`config.mk`:
```
export PLATFORM = sky130hd
export DESIGN_NAME = systick_interval_timer_core
export DESIGN_NICKNAME = d
export VERILOG_FILES = /design/src/hw/rtl/sit_pkg.sv /design/src/hw/rtl/systick_interval_timer_core.sv /design/src/hw/rtl/sit_out_buf.sv
export SDC_FILE = /design/constraint.sdc
export NUM_CORES = 1
export LEC_CHECK = 0
export BUFFER_PORTS_ARGS = -buffer_cell sky130_fd_sc_hd__buf_2
export CORE_MARGIN = 2
export CORE_UTILIZATION = 45
export CTS_CLUSTER_SIZE = 14
export DETAILED_ROUTE_END_ITERATION = 10
export GPL_TIMING_DRIVEN = 0
export HOLD_SLACK_MARGIN = 0.12
export PLACE_DENSITY_LB_ADDON = 0.1
export SLEW_MARGIN = 20
export SYNTH_ARGS = -nofsm -noshare
export SYNTH_HDL_FRONTEND = slang
export SYNTH_SLANG_ARGS = --single-unit
```
`constraint.sdc`:
```
create_clock -name aclk -period 7.2 [get_ports aclk]
set_clock_uncertainty 0.2 [all_clocks]
set_input_delay 0.72 -clock aclk [delete_from_list [all_inputs] [get_ports aclk]]
set_output_delay 0.72 -clock aclk [all_outputs]
set_load 0.01 [all_outputs]
```
`src/hw/rtl/sit_pkg.sv`:
```
`timescale 1ns / 1ps
// ----------------------------------------------------------------------------
// sit_pkg
// Shared types and codes for the SysTick-style interval timer.
// ----------------------------------------------------------------------------
package sit_pkg;

    localparam int DATA_WIDTH     = 24;
    localparam int FLAG_POS       = 16;
    localparam int PRESCALE_BITS  = 2;

    // mode codes
    localparam logic [1:0] MODE_TICK  = 2'd0;
    localparam logic [1:0] MODE_READ  = 2'd1;
    localparam logic [1:0] MODE_WRITE = 2'd2;

    // register addresses
    localparam logic [1:0] ADDR_CTRL    = 2'd0;
    localparam logic [1:0] ADDR_LOAD    = 2'd1;
    localparam logic [1:0] ADDR_VAL     = 2'd2;
    localparam logic [1:0] ADDR_ELAPSED = 2'd3;

    typedef struct packed {
        logic [1:0]            mode;
        logic [1:0]            reg_addr;
        logic [DATA_WIDTH-1:0] write_data;
    } sit_in_t;

    typedef struct packed {
        logic [DATA_WIDTH-1:0] read_data;
        logic                  irq;
    } sit_out_t;

endpackage

```
`src/hw/rtl/systick_interval_timer_core.sv`:
```
`timescale 1ns / 1ps
// ----------------------------------------------------------------------------
// systick_interval_timer_core
// SysTick-style down-counter with CTRL, LOAD, VAL and ELAPSED registers.
// ----------------------------------------------------------------------------
// Usage:
//   s_* carries one word per item: a tick (mode 0), a register read (mode 1)
//   or a register write (mode 2). Every accepted word yields exactly one
//   result word on m_*: read_data for reads (zero otherwise) and irq for a
//   tick that took the count from one to zero with interrupts enabled.
//   cfg_* writes the one-shot bit; cfg_ready is always high. Write it only
//   while no words are in flight.
// Timing:
//   State is updated in the cycle a word is accepted; its result is held in
//   the output register, or the skid register while m_* stalls. One word per
//   cycle while m_ready is high, set by the single decrement/compare path.
// Stall:
//   A two-word output buffer (result plus skid register) lets one more word
//   in while a result waits; s_ready drops only once the skid is occupied.
// Reset:
//   aresetn (synchronous, low) clears all timer state and the one-shot bit
//   and empties both buffer slots. No result is pending afterwards.
// ----------------------------------------------------------------------------
module systick_interval_timer_core #(
    parameter int COUNTER_WIDTH = 24
) (
    input  logic             aclk,
    input  logic             aresetn,
    input  logic             s_valid,
    output logic             s_ready,
    input  sit_pkg::sit_in_t s_data,
    output logic             m_valid,
    input  logic             m_ready,
    output sit_pkg::sit_out_t m_data,
    input  logic             cfg_valid,
    output logic             cfg_ready,
    input  logic             cfg_data
);
    import sit_pkg::*;

    localparam logic [COUNTER_WIDTH-1:0] CNT_ONE  = COUNTER_WIDTH'(1);
    localparam logic [COUNTER_WIDTH-1:0] CNT_ZERO = '0;

    // timer state
    logic                     one_shot_reg;
    logic                     enable_reg, enable_next;
    logic                     inten_reg, inten_next;
    logic                     clksrc_reg, clksrc_next;
    logic                     flag_reg, flag_next;
    logic [COUNTER_WIDTH-1:0] load_reg, load_next;
    logic [COUNTER_WIDTH-1:0] val_reg, val_next;
    logic [PRESCALE_BITS-1:0] presc_reg, presc_next;

    logic                     accept;
    logic                     do_count;
    logic [COUNTER_WIDTH-1:0] wdata_cnt;   // write data at counter width
    logic [COUNTER_WIDTH-1:0] rd_cnt;      // counter-width read source
    logic [DATA_WIDTH-1:0]    rd_cnt_ext;  // same, fitted to the read field
    sit_out_t                 res;
    logic                     buf_ready;

    assign accept    = s_valid && buf_ready;
    assign s_ready   = buf_ready;
    assign cfg_ready = 1'b1;

    // width fitting between the 24-bit fields and the counter
    generate
        if (COUNTER_WIDTH >= DATA_WIDTH) begin : g_wide
            if (COUNTER_WIDTH > DATA_WIDTH) begin : g_ext
                assign wdata_cnt = {{(COUNTER_WIDTH-DATA_WIDTH){1'b0}}, s_data.write_data};
            end else begin : g_eq
                assign wdata_cnt = s_data.write_data;
            end
            assign rd_cnt_ext = rd_cnt[DATA_WIDTH-1:0];
        end else begin : g_narrow
            assign wdata_cnt  = s_data.write_data[COUNTER_WIDTH-1:0];
            assign rd_cnt_ext = {{(DATA_WIDTH-COUNTER_WIDTH){1'b0}}, rd_cnt};
        end
    endgenerate

    // counter source for reads of LOAD, VAL and ELAPSED
    always_comb begin
        unique case (s_data.reg_addr)
            ADDR_LOAD: rd_cnt = load_reg;
            ADDR_VAL:  rd_cnt = val_reg;
            default:   rd_cnt = load_reg - val_reg;
        endcase
    end

    // enabled count event: each tick if clock-source is 1, else prescaler wrap
    assign do_count = (s_data.mode == MODE_TICK) && enable_reg &&
                      (clksrc_reg || (presc_reg == {PRESCALE_BITS{1'b1}}));

    always_comb begin
        enable_next = enable_reg;
        inten_next  = inten_reg;
        clksrc_next = clksrc_reg;
        flag_next   = flag_reg;
        load_next   = load_reg;
        val_next    = val_reg;
        presc_next  = presc_reg;
        res         = '0;

        unique case (s_data.mode)
            MODE_TICK: begin
                if (enable_reg && !clksrc_reg) begin
                    presc_next = presc_reg + PRESCALE_BITS'(1);
                end
                if (do_count) begin
                    if (val_reg == CNT_ZERO) begin
                        val_next = load_reg;
                    end else begin
                        val_next = val_reg - CNT_ONE;
                        if (val_reg == CNT_ONE) begin
                            // expiry
                            flag_next = 1'b1;
                            res.irq   = inten_reg;
                            if (one_shot_reg) begin
                                enable_next = 1'b0;
                                inten_next  = 1'b0;
                                load_next   = '0;
                            end
                        end
                    end
                end
            end
            MODE_READ: begin
                if (s_data.reg_addr == ADDR_CTRL) begin
                    res.read_data[0]        = enable_reg;
                    res.read_data[1]        = inten_reg;
                    res.read_data[2]        = clksrc_reg;
                    res.read_data[FLAG_POS] = flag_reg;
                    flag_next               = 1'b0;
                end else begin
                    res.read_data = rd_cnt_ext;
                end
            end
            MODE_WRITE: begin
                unique case (s_data.reg_addr)
                    ADDR_CTRL: begin
                        enable_next = s_data.write_data[0];
                        inten_next  = s_data.write_data[1];
                        clksrc_next = s_data.write_data[2];
                    end
                    ADDR_LOAD: load_next = wdata_cnt;
                    ADDR_VAL: begin
                        val_next  = '0;
                        flag_next = 1'b0;
                    end
                    default: ; // ELAPSED is read only
                endcase
            end
            default: ; // unused mode: no effect
        endcase
    end

    always_ff @(posedge aclk) begin
        if (!aresetn) begin
            one_shot_reg <= 1'b0;
            enable_reg   <= 1'b0;
            inten_reg    <= 1'b0;
            clksrc_reg   <= 1'b0;
            flag_reg     <= 1'b0;
            load_reg     <= '0;
            val_reg      <= '0;
            presc_reg    <= '0;
        end else begin
            if (cfg_valid) begin
                one_shot_reg <= cfg_data;
            end
            if (accept) begin
                enable_reg <= enable_next;
                inten_reg  <= inten_next;
                clksrc_reg <= clksrc_next;
                flag_reg   <= flag_next;
                load_reg   <= load_next;
                val_reg    <= val_next;
                presc_reg  <= presc_next;
            end
        end
    end

    sit_out_buf u_out_buf (
        .aclk      (aclk),
        .aresetn   (aresetn),
        .in_valid  (s_valid),
        .in_ready  (buf_ready),
        .in_data   (res),
        .out_valid (m_valid),
        .out_ready (m_ready),
        .out_data  (m_data)
    );

endmodule

```
`src/hw/rtl/sit_out_buf.sv`:
```
`timescale 1ns / 1ps
// ----------------------------------------------------------------------------
// sit_out_buf
// Two-word result buffer: output register plus skid register.
// ----------------------------------------------------------------------------
module sit_out_buf (
    input  logic              aclk,
    input  logic              aresetn,
    input  logic              in_valid,
    output logic              in_ready,
    input  sit_pkg::sit_out_t in_data,
    output logic              out_valid,
    input  logic              out_ready,
    output sit_pkg::sit_out_t out_data
);
    import sit_pkg::*;

    logic     main_valid_reg, main_valid_next;
    logic     skid_valid_reg, skid_valid_next;
    sit_out_t main_reg, main_next;
    sit_out_t skid_reg, skid_next;
    logic     push;

    assign in_ready  = !skid_valid_reg;
    assign push      = in_valid && !skid_valid_reg;
    assign out_valid = main_valid_reg;
    assign out_data  = main_reg;

    always_comb begin
        main_valid_next = main_valid_reg;
        skid_valid_next = skid_valid_reg;
        main_next       = main_reg;
        skid_next       = skid_reg;
        if (!main_valid_reg || out_ready) begin
            if (skid_valid_reg) begin
                main_next       = skid_reg;
                main_valid_next = 1'b1;
                skid_valid_next = 1'b0;
            end else begin
                main_valid_next = push;
                if (push) begin
                    main_next = in_data;
                end
            end
        end else if (push) begin
            skid_next       = in_data;
            skid_valid_next = 1'b1;
        end
    end

    always_ff @(posedge aclk) begin
        if (!aresetn) begin
            main_valid_reg <= 1'b0;
            skid_valid_reg <= 1'b0;
        end else begin
            main_valid_reg <= main_valid_next;
            skid_valid_reg <= skid_valid_next;
        end
        main_reg <= main_next;
        skid_reg <= skid_next;
    end

endmodule
```
==> metrics <==
Synth Net Count between 800 and 900; time the worst path needs with I/O delays and setup ~3700 ps; count of endpoints failing hold in the final timing report 0; number of unique standard cell types used by synthesis 68; most repeated cell in the gate-level netlist after synthesis sky130_fd_sc_hd__nand2_1; Critical Path Fanout Max 9; Arrival @ worst endpoint between 3000 and 4000 ps; starting density of the core a little under half; Synth Cell Area approximately 6600 um2; CTS sink count 107; slew margin rel. 26.6%; first-pass GRT wire length 30900 um; average cell area after synthesis 8.75 um2; Top Ports 62; most frequent cells after synthesis sky130_fd_sc_hd__nand2_1 (75), sky130_fd_sc_hd__o21ai_0 (64), sky130_fd_sc_hd__a21oi_1 (58); Async S/R FF share, synth 0%; Placement Rows 44; maximum root-to-sink buffer count 2; CP required ~7300 ps; DIE WIDTH 125 um; vias in the first global route 5526; hold-fix buffers at CTS 0; register area share after synthesis around 40%; share of synthesized cell area in and, or, nand and nor gates about 18%; Layout Nets 895; sort of element at the start of the critical path input pin; quantity of gates resized following cts 0; GRT Util Overall 25.0%; maximum VDD drop 0.230 mV; final antenna-violating net count 0; outcome finished clean; post-CTS repair timing setup buffer count 0; synthesized-area fraction occupied by xor and xnor cells under 10%; power density over cell area 480 nW/um2; Warnings, synthesis 0; post-synth top area share 22.7%; class of the tightest hold or removal check reg2reg; cell taking the most area after synthesis sky130_fd_sc_hd__edfxtp_1; post-layout power 0.00360 W; Critical Setup Path Class in2reg; total number of H-tree levels 3; final count of negative-setup-slack endpoints 0; biggest area contributors in the synthesized netlist sky130_fd_sc_hd__edfxtp_1 (23%), sky130_fd_sc_hd__dfxtp_1 (17%), sky130_fd_sc_hd__ha_1 (6.2%); setup repair after global routing missed its margin false; Worst-Skew Late Latency 360 ps; Area after DPL 7150 um2; maxcap violations 0; number of standard cells after synthesis 756; number of antenna violations at the first check in global routing 0; GRT Residual Overflow 0; number of remaining DRC errors 0; CTS tree done; clk slew on worst S/H paths ~80 ps; Core ar. 14400 um2; post-route fraction of the period consumed by the critical path 51.1%; clock buffer count from CTS 9; most used flip-flop cell after synthesis sky130_fd_sc_hd__dfxtp_1; fraction of layout cells with a size suffix above 1 13.2%; antenna diode count 0; die area 15700 um2; standby leakage power 2.93 nW; largest family of logic cells by synthesized area compound AO/OA/AOI/OAI gates; die height 125 um; Layout area overhead 13.6%; adder and majority gate portion of the synthesized area about 6.5%; worst slew pin tran between 1000 and 1500 ps; CP Capture Type flip-flop; TritonRoute pass-1 iters 7; drt wl/cell about 19 um; pin count of the biggest net entering global routing 26; detailed-placement wirelength estimate about 15000 um; Total Wirelength 19700 um; First DRT Iteration DRCs 388; Via density 5.90; post-route setup TNS 0 ps; max-slew violations 0; cell at the root of the clock tree sky130_fd_sc_hd__clkbuf_16; share of synthesized area spent on multiplexers 3.37%; synthesized-area fraction occupied by ao, oa, aoi and oai cells between 20% and 30%; Peak Freq between 200 and 300 MHz; total number of vias 5996; reg2reg setup slack ~3700 ps; number of flip-flops and latches in the synthesized netlist 107; input/output buffers 60; design area 7510 um2; number of enable-type register cells in the synthesized netlist 50; routability congestion estimate from global placement 0.900
==> worst paths after layout <==
check / from / to / cells past startpoint
worst min register to register: presc_reg[1]$_SDFFE_PN0P_ / presc_reg[1]$_SDFFE_PN0P_ / 2
worst max-delay path: s_data[26] / val_reg[13]$_SDFFE_PN0P_ / 12
worst max register to register: load_reg[0]$_SDFFE_PN0P_ / u_out_buf.out_data[23]$_DFFE_PP_ / 11
worst min-delay path: presc_reg[1]$_SDFFE_PN0P_ / presc_reg[1]$_SDFFE_PN0P_ / 2
==> worst max-delay path: stages <==
cell and delay, ps:
sky130_fd_sc_hd__buf_2 120, sky130_fd_sc_hd__inv_1 80, sky130_fd_sc_hd__ha_1 160, sky130_fd_sc_hd__clkbuf_1 330, sky130_fd_sc_hd__nand2b_1 160, sky130_fd_sc_hd__a211oi_1 920, sky130_fd_sc_hd__and2_1 230, sky130_fd_sc_hd__clkbuf_1 390
sky130_fd_sc_hd__nand2_1 240, sky130_fd_sc_hd__a31oi_1 200, sky130_fd_sc_hd__o21ai_0 90, sky130_fd_sc_hd__o21ai_0 120
==> cell families after synthesis <==
logic type / Yosys count
xor gates and xnor gates: 22
muxes: 21
buffers and inverters: 86
and+or+nand+nor: 236
AOI/OAI and AO/OA: 249
other: 1
DFF: 107
adders and majority gates: 34
==> cell usage in the layout, fill, tap and decap left out, types with 6 or more instances in the layout <==
cell and instances:
sky130_fd_sc_hd__a211oi_1 8, sky130_fd_sc_hd__a21o_1 6, sky130_fd_sc_hd__a21oi_1 58, sky130_fd_sc_hd__a22o_1 13
sky130_fd_sc_hd__a22oi_1 10, sky130_fd_sc_hd__a31oi_1 11, sky130_fd_sc_hd__and2_1 9, sky130_fd_sc_hd__and3_1 6
sky130_fd_sc_hd__buf_2 64, sky130_fd_sc_hd__clkbuf_1 36, sky130_fd_sc_hd__clkbuf_16 10, sky130_fd_sc_hd__dfxtp_1 57
sky130_fd_sc_hd__edfxtp_1 50, sky130_fd_sc_hd__ha_1 33, sky130_fd_sc_hd__inv_1 37, sky130_fd_sc_hd__mux2_2 10
sky130_fd_sc_hd__mux2i_1 11, sky130_fd_sc_hd__nand2_1 75, sky130_fd_sc_hd__nand2b_1 6, sky130_fd_sc_hd__nand3_1 31
sky130_fd_sc_hd__nand4_1 8, sky130_fd_sc_hd__nor2_1 55, sky130_fd_sc_hd__nor2b_1 11, sky130_fd_sc_hd__nor3_1 14
sky130_fd_sc_hd__nor4_1 8, sky130_fd_sc_hd__o2111ai_1 6, sky130_fd_sc_hd__o21ai_0 64, sky130_fd_sc_hd__o21ai_1 11
sky130_fd_sc_hd__o31ai_1 11, sky130_fd_sc_hd__xnor2_1 13, sky130_fd_sc_hd__xor2_1 9
==> layer usage <==
metal	part of all wire (%)	track usage (%)	up-vias
li1	-	-	2928
met1	47	35.3	2845
met2	46	40.6	198
met3	5.7	2.91	25
met4	1.7	7.25	0
met5	0	0	-
==> power breakdown <==
part           internal, W  leakage (nW)  total (W)  switching (W)
sequential        0.000704         0.948   0.000761      0.0000572
combinational     0.000832          1.80    0.00225        0.00142
clock             0.000354         0.180   0.000588       0.000233
total              0.00189          2.93    0.00360        0.00171
==> per-stage QoR <==
step	std cells	setup slack, ps	hold slack [ps]	util (%)
floorplan	756	4200	256	-
global placement	1000	3320	283	49.5
detailed placement	1000	3260	300	49.6
CTS	1016	3620	318	52.1
global route	1016	3400	350	52.1
finish	1016	3520	318	52.1
==> area by class of cell <==
class / count / area [um2]
tap: 184 / 230
clock inverter: 5 / 95.1
buffer: 48 / 209
inverter: 38 / 143
fill: 1396 / 6910
clock buffer: 11 / 264
multi-input combinational: 563 / 3630
timing repair buffer: 60 / 300
sequential: 107 / 2640
Note: power is estimated with default switching activity, not from simulation.
